[config.mk]
export PLATFORM = sky130hd
export DESIGN_NAME = gregorian_days_between_core
export DESIGN_NICKNAME = d
export VERILOG_FILES = /design/src/sv/gdb_pkg.sv /design/src/sv/gregorian_days_between_core.sv /design/src/sv/gdb_serial.sv
export SDC_FILE = /design/constraint.sdc
export NUM_CORES = 1
export LEC_CHECK = 0
export ABC_AREA = 1
export BUFFER_PORTS_ARGS = -buffer_cell sky130_fd_sc_hd__buf_2
export CAP_MARGIN = 20
export CORE_MARGIN = 4
export CORE_UTILIZATION = 45
export DETAILED_ROUTE_END_ITERATION = 7
export GPL_TIMING_DRIVEN = 1
export SYNTH_ARGS = -nofsm -noshare
export SYNTH_HDL_FRONTEND = slang
export SYNTH_SLANG_ARGS = --single-unit
export TNS_END_PERCENT = 20
[constraint.sdc]
create_clock -name i_clk -period 4.35 [get_ports i_clk]
set_input_delay 0.2175 -clock i_clk [delete_from_list [all_inputs] [get_ports i_clk]]
set_output_delay 0.2175 -clock i_clk [all_outputs]
set_load 0.03 [all_outputs]
[src/sv/gdb_pkg.sv]
// ----------------------------------------------------------------------------
// gdb_pkg
// Types, constants and tables for the Gregorian date difference core.
// ----------------------------------------------------------------------------
package gdb_pkg;

    localparam int YEAR_W  = 14;
    localparam int MON_W   = 4;
    localparam int DAY_W   = 5;
    localparam int SER_W   = 23;
    localparam int COUNT_W = 22;
    localparam int QCEN_W  = 8;
    localparam int OFS_W   = 9;
    localparam int PROD_W  = 29;
    localparam int RECIP_SHIFT = 21;

    localparam logic [PROD_W-1:0]  RECIP_100   = PROD_W'(20972);
    localparam logic [YEAR_W-1:0]  HUNDRED     = YEAR_W'(100);
    localparam logic [YEAR_W:0]    YEAR_OFS    = (YEAR_W+1)'(399);
    localparam logic [QCEN_W-1:0]  CENT_OFS    = QCEN_W'(3);
    localparam logic [SER_W-1:0]   DAYS_YEAR   = SER_W'(365);
    localparam logic [COUNT_W-1:0] COUNT_MAX   = {COUNT_W{1'b1}};

    localparam logic [MON_W-1:0] MON_JAN = MON_W'(1);
    localparam logic [MON_W-1:0] MON_FEB = MON_W'(2);
    localparam logic [MON_W-1:0] MON_DEC = MON_W'(12);

    typedef struct packed {
        logic s1;
        logic s2;
        logic s3;
        logic s4;
    } t_pipe_en;

    function automatic logic [OFS_W-1:0] days_before(input logic [MON_W-1:0] mon);
        logic [OFS_W-1:0] d;
        unique case (mon)
            4'd2:    d = 9'd31;
            4'd3:    d = 9'd59;
            4'd4:    d = 9'd90;
            4'd5:    d = 9'd120;
            4'd6:    d = 9'd151;
            4'd7:    d = 9'd181;
            4'd8:    d = 9'd212;
            4'd9:    d = 9'd243;
            4'd10:   d = 9'd273;
            4'd11:   d = 9'd304;
            4'd12:   d = 9'd334;
            default: d = 9'd0;
        endcase
        return d;
    endfunction

endpackage

[src/sv/gregorian_days_between_core.sv]
// ----------------------------------------------------------------------------
// gregorian_days_between_core
// Days from a start date to an end date, proleptic Gregorian calendar.
// ----------------------------------------------------------------------------
// Throughput: one request per cycle while the output is not stalled; the per-date
// serial pipeline is 4 stages followed by one compare/subtract output stage.
// Reset: synchronous active low, clears all stage valid bits; payload is not reset.
module gregorian_days_between_core (
    input  logic                           i_clk,
    input  logic                           i_rst_n,
    input  logic                           i_valid,
    output logic                           o_stall,
    input  logic [gdb_pkg::YEAR_W-1:0]     i_start_year,
    input  logic [gdb_pkg::MON_W-1:0]      i_start_month,
    input  logic [gdb_pkg::DAY_W-1:0]      i_start_day,
    input  logic [gdb_pkg::YEAR_W-1:0]     i_end_year,
    input  logic [gdb_pkg::MON_W-1:0]      i_end_month,
    input  logic [gdb_pkg::DAY_W-1:0]      i_end_day,
    output logic                           o_valid,
    input  logic                           i_stall,
    output logic [gdb_pkg::COUNT_W-1:0]    o_day_count,
    output logic                           o_order_error
);
    import gdb_pkg::*;

    logic     r_v1, r_v2, r_v3, r_v4, r_v5;
    logic     rdy1, rdy2, rdy3, rdy4, rdy5;
    t_pipe_en en;

    assign rdy5 = !r_v5 || !i_stall;
    assign rdy4 = !r_v4 || rdy5;
    assign rdy3 = !r_v3 || rdy4;
    assign rdy2 = !r_v2 || rdy3;
    assign rdy1 = !r_v1 || rdy2;

    assign en.s1 = rdy1;
    assign en.s2 = rdy2;
    assign en.s3 = rdy3;
    assign en.s4 = rdy4;

    always_ff @(posedge i_clk) begin
        if (!i_rst_n) begin
            r_v1 <= 1'b0;
            r_v2 <= 1'b0;
            r_v3 <= 1'b0;
            r_v4 <= 1'b0;
            r_v5 <= 1'b0;
        end else begin
            if (rdy1) r_v1 <= i_valid;
            if (rdy2) r_v2 <= r_v1;
            if (rdy3) r_v3 <= r_v2;
            if (rdy4) r_v4 <= r_v3;
            if (rdy5) r_v5 <= r_v4;
        end
    end

    logic [SER_W-1:0] ser_a, ser_b;

    gdb_serial u_ser_start (
        .i_clk    (i_clk),
        .i_en     (en),
        .i_year   (i_start_year),
        .i_month  (i_start_month),
        .i_day    (i_start_day),
        .o_serial (ser_a)
    );

    gdb_serial u_ser_end (
        .i_clk    (i_clk),
        .i_en     (en),
        .i_year   (i_end_year),
        .i_month  (i_end_month),
        .i_day    (i_end_day),
        .o_serial (ser_b)
    );

    // stage 5: difference, order check, saturation
    logic [SER_W:0]     diff;
    logic               n_err;
    logic [COUNT_W-1:0] n_count;
    logic [COUNT_W-1:0] r_count;
    logic               r_err;

    assign diff  = {1'b0, ser_b} - {1'b0, ser_a};
    assign n_err = diff[SER_W];

    always_comb begin
        priority if (n_err) begin
            n_count = '0;
        end else if (diff[SER_W-1:COUNT_W] != '0) begin
            n_count = COUNT_MAX;
        end else begin
            n_count = diff[COUNT_W-1:0];
        end
    end

    always_ff @(posedge i_clk) begin
        if (rdy5) begin
            r_count <= n_count;
            r_err   <= n_err;
        end
    end

    assign o_stall       = !rdy1;
    assign o_valid       = r_v5;
    assign o_day_count   = r_count;
    assign o_order_error = r_err;

endmodule

[src/sv/gdb_serial.sv]
// ----------------------------------------------------------------------------
// gdb_serial
// Four-stage pipeline mapping one date to a serial day number.
// ----------------------------------------------------------------------------
module gdb_serial (
    input  logic                          i_clk,
    input  gdb_pkg::t_pipe_en             i_en,
    input  logic [gdb_pkg::YEAR_W-1:0]    i_year,
    input  logic [gdb_pkg::MON_W-1:0]     i_month,
    input  logic [gdb_pkg::DAY_W-1:0]     i_day,
    output logic [gdb_pkg::SER_W-1:0]     o_serial
);
    import gdb_pkg::*;

    // stage 1: year / 100 by reciprocal, month clamp
    logic [PROD_W-1:0] prod;
    logic [MON_W-1:0]  mon_c;
    logic [YEAR_W-1:0] r1_year;
    logic [QCEN_W-1:0] r1_q;
    logic [MON_W-1:0]  r1_mon;
    logic [DAY_W-1:0]  r1_day;

    assign prod = PROD_W'(i_year) * RECIP_100;

    always_comb begin
        priority if (i_month < MON_JAN) begin
            mon_c = MON_JAN;
        end else if (i_month > MON_DEC) begin
            mon_c = MON_DEC;
        end else begin
            mon_c = i_month;
        end
    end

    always_ff @(posedge i_clk) begin
        if (i_en.s1) begin
            r1_year <= i_year;
            r1_q    <= prod[RECIP_SHIFT +: QCEN_W];
            r1_mon  <= mon_c;
            r1_day  <= i_day;
        end
    end

    // stage 2: remainder, leap flag, century terms, 365*year
    logic [YEAR_W-1:0] q_x100;
    logic [YEAR_W-1:0] rem;
    logic              rem_nz;
    logic [YEAR_W:0]   prev;
    logic              n_leap;
    logic [QCEN_W-1:0] n_c;
    logic [SER_W-1:0]  r2_y365;
    logic [YEAR_W-2:0] r2_prev4;
    logic [QCEN_W-1:0] r2_c;
    logic              r2_leap;
    logic [MON_W-1:0]  r2_mon;
    logic [DAY_W-1:0]  r2_day;

    assign q_x100 = YEAR_W'(r1_q) * HUNDRED;
    assign rem    = r1_year - q_x100;
    assign rem_nz = (rem != '0);
    assign prev   = (YEAR_W+1)'(r1_year) + YEAR_OFS;
    assign n_leap = (r1_year[1:0] == 2'b00) && (rem_nz || (r1_q[1:0] == 2'b00));
    assign n_c    = r1_q + CENT_OFS + QCEN_W'(rem_nz);

    always_ff @(posedge i_clk) begin
        if (i_en.s2) begin
            r2_y365  <= SER_W'(r1_year) * DAYS_YEAR;
            r2_prev4 <= prev[YEAR_W:2];
            r2_c     <= n_c;
            r2_leap  <= n_leap;
            r2_mon   <= r1_mon;
            r2_day   <= r1_day;
        end
    end

    // stage 3: year part and in-year offset
    logic [SER_W-1:0] r3_base;
    logic [OFS_W-1:0] r3_ofs;

    always_ff @(posedge i_clk) begin
        if (i_en.s3) begin
            r3_base <= r2_y365 + SER_W'(r2_prev4) - SER_W'(r2_c)
                       + SER_W'(r2_c[QCEN_W-1:2]);
            r3_ofs  <= days_before(r2_mon) + OFS_W'(r2_leap && (r2_mon > MON_FEB))
                       + OFS_W'(r2_day);
        end
    end

    // stage 4: serial day number
    logic [SER_W-1:0] r4_serial;

    always_ff @(posedge i_clk) begin
        if (i_en.s4) begin
            r4_serial <= r3_base + SER_W'(r3_ofs);
        end
    end

    assign o_serial = r4_serial;

endmodule

==> flow_summary.json <==
{
  "status": "finished with violations",
  "violations": "setup timing",
  "fp.dieW_um": 278,
  "routedWlPerCell_um": 15.3,
  "netlist.area_leader.share": 0.276,
  "clkTransAtPathRegs_ns": 0.07,
  "drive_gt1_frac": 0.107,
  "synth_most_common_cell": "inv_1",
  "num_vias": 24000,
  "synth_ff_type": "edfxtp_1",
  "cpMostUsedCell": "ha_4",
  "drc": 0,
  "rsz0062_at_grt": "yes",
  "synth_edf_count": 303,
  "antenna_found_initial": 1,
  "viasPerCell": 4.89,
  "synth_area_leaders": "edfxtp_1, ha_1, fa_1, inv_1, nand2_1",
  "worstPathCellList": "buf_6 -> ha_4 -> ha_4 -> fa_1 -> ha_4 -> a21oi_2 -> nand2_1 -> buf_4 -> xnor2_1 -> ha_2 -> nand2_2 -> nor2_2 -> nand3_1 -> nand4_1 -> nand4_1 -> nor3_2 -> ha_2 -> buf_6 -> ha_4 -> nor2_4 -> xor2_1",
  "reg2reg_slack_ns": -0.07,
  "final_nets": 4752,
  "crit_start": "u_ser_end.r1_q[3]",
  "cpMaxStageDelayCell": "fa_1",
  "cp_slowest_stage_delay_ns": 0.55,
  "firstDrtPassIters": 5,
  "syn_to_final_growth_pct": 15.2,
  "antenna_cells": 0,
  "crit_end": "u_ser_end.r2_c[4]",
  "fin_ws_ns": -0.0714,
  "async_flop_share": 0,
  "period_share": 1.02,
  "yosysTopAreaCell": "edfxtp_1",
  "drt_iter0_markers": 1196,
  "cp.required_ns": 4.66,
  "cts_tree": "done",
  "critical_path.max_fanout": 5,
  "syn_area_um2": 32900,
  "critical_path_depth": 21,
  "insertion_delay_ns": 0.58,
  "slew_viol_final": 0,
  "postSynthCellCount": 3630,
  "ant_nets": 0,
  "path_buf_inv": 3,
  "place_hpwl_um": 63200,
  "worstMarginPinSlew_ns": 0.911,
  "place_ws_ns": -0.235,
  "numCtsBuffers": 40,
  "grt_overflow": 0,
  "grt_usage": 0.196,
  "r2r-end": "u_ser_end.r2_c[4]",
  "worstRegToRegCells": 21,
  "grt_start_max_net_pins": 62,
  "start_kind": "flop",
  "end_kind": "flop",
  "grt_pass1_vias": 24700,
  "hp-start": "i_start_year[2]",
  "syn_nets": 4460,
  "grt_pass1_wl_um": 123000,
  "skew_ns": 0.0169,
  "netlist_top_cells_count": "inv_1, nand2_1, ha_1",
  "utilization": 0.527,
  "relSlewSlack": 0.391,
  "cap_violations": 0,
  "synth_cell_types": 47,
  "rows": 98,
  "drt-total-wl_um": 74900,
  "synth_warnings": 0,
  "htreeDepth": 2,
  "finalCriticalPeriod_ns": 4.42,
  "finalHoldViolations": 0,
  "start_util": 0.457,
  "syn_area_per_cell_um2": 9.07,
  "die_h_um": 278,
  "setup_tns_ns": -0.313,
  "clk_path_buf_depth": 3,
  "synth-seq-cells": 326,
  "portBuffers": 74,
  "critPathArrivalTime_ns": 4.73,
  "routabilityCongestion": 0.919,
  "fmaxAchievable_mhz": 226,
  "finalSetupViolCount": 6,
  "cts_num_sinks": 326,
  "ios": 75,
  "root_buffer": "clkbuf_16",
  "r2r_start": "u_ser_end.r1_q[3]",
  "hold_class": "in -> reg",
  "coreArea_um2": 72000,
  "cp_top_family": "adder cells",
  "ys_seq_area_frac": 0.290,
  "worstSetupPathType": "reg -> reg",
  "die_area_um2": 77500
}
-- worst min path at each step --
stage	to	slack [ns]	cells past startpoint
2_1_floorplan	u_ser_end.r1_day[0]	0.32	0
3_3_place_gp	u_ser_start.r1_day[4]	0.39	1
3_5_place_dp	u_ser_start.r1_day[1]	0.40	1
4_1_cts	u_ser_start.r1_year[2]	0.002	2
5_1_grt	u_ser_end.r1_year[11]	0.03	1
6_report	u_ser_start.r1_year[2]	0.04	2
-- final cells by class --
cell class	instances	area (um2)
Fill cell	6619	34100
Tap cell	950	1190
Timing Repair Buffer	257	1870
Sequential cell	326	9560
Clock buffer	47	1080
Multi-Input combinational cell	2463	20800
Inverter	834	3130
Clock inverter	23	309
-- cell families after synthesis --
group           count (synthesis)  share of synthesized area
flops                         326                      0.290
buf+inv                       841                     0.0967
simple gates                 1100                      0.140
fa+ha+maj                     780                      0.355
compound gates                397                     0.0682
xor+xnor                      186                     0.0495
-- metrics by stage --
step	instances	instance area, um2	hold slack, ns
after floorplan	3630	32900	0.316
after global placement	4773	35400	0.395
after detailed placement	4773	35400	0.396
after CTS	4889	37400	0.00213
after global routing	4900	37900	0.0304
final	4900	37900	0.0365
-- registers in the layout (all words and copies together) (netlist names), 5 cells and up, named ones only --
register / flops
u_ser_end.r3_ofs: 9
u_ser_end.r2_y365: 23
u_ser_end.r1_year: 14
u_ser_end.r1_day: 5
u_ser_end.r2_prev4: 13
u_ser_start.o_serial: 23
u_ser_end.o_serial: 23
u_ser_end.r2_day: 5
u_ser_start.r1_day: 5
u_ser_end.r3_base: 23
u_ser_start.r3_base: 23
o_day_count: 22
u_ser_start.r1_year: 14
u_ser_end.r2_c: 8
u_ser_start.r3_ofs: 9
u_ser_start.r2_y365: 23
u_ser_start.r2_c: 8
u_ser_end.r1_q: 8
u_ser_start.r2_prev4: 13
u_ser_start.r2_day: 5
u_ser_start.r1_q: 8
-- per-layer routing --
metal	global-route usage	wire [um]	up-vias	part of all wire
met5	0	13	-	0.00017
met4	0.0620	2340	2	0.031
met3	0.0236	2710	114	0.036
met2	0.333	35200	406	0.47
met1	0.263	34600	11100	0.46
li1	-	-	12300	-
-- placed cells by master (no fill, tap or decap), types with 10 or more instances in the layout --
cell,synthesis,routed
a21o_1,21,21
a21oi_1,181,162
a21oi_2,5,22
a31oi_1,14,12
buf_2,0,69
buf_4,0,145
clkbuf_16,0,42
dfxtp_1,23,23
dlygate4sd3_1,0,36
edfxtp_1,303,303
fa_1,257,254
ha_1,523,492
ha_2,0,10
ha_4,0,21
inv_1,829,822
inv_2,4,11
nand2_1,624,611
nand2_2,5,16
nand3_1,152,147
nand3b_1,11,11
nand4_1,39,39
nor2_1,200,187
nor2_2,2,12
nor3_1,37,34
o21ai_0,102,96
o21ai_1,13,16
o21bai_1,19,18
or2_2,10,10
xnor2_1,62,60
xor2_1,124,123
-- timing repair --
action / in CTS / in global routing
endpoints found under the setup margin: 12 / 39
resized for setup: 32 / 102
hold endpoints to repair: 33 / 0
setup buffers: 10 / 11
cloned: 0 / 0
pin swaps: 35 / 56
hold buffers: 36 / 0
Power is not shown: default switching activity piles up to over one toggle a cycle in this logic, so the estimate is an artifact.
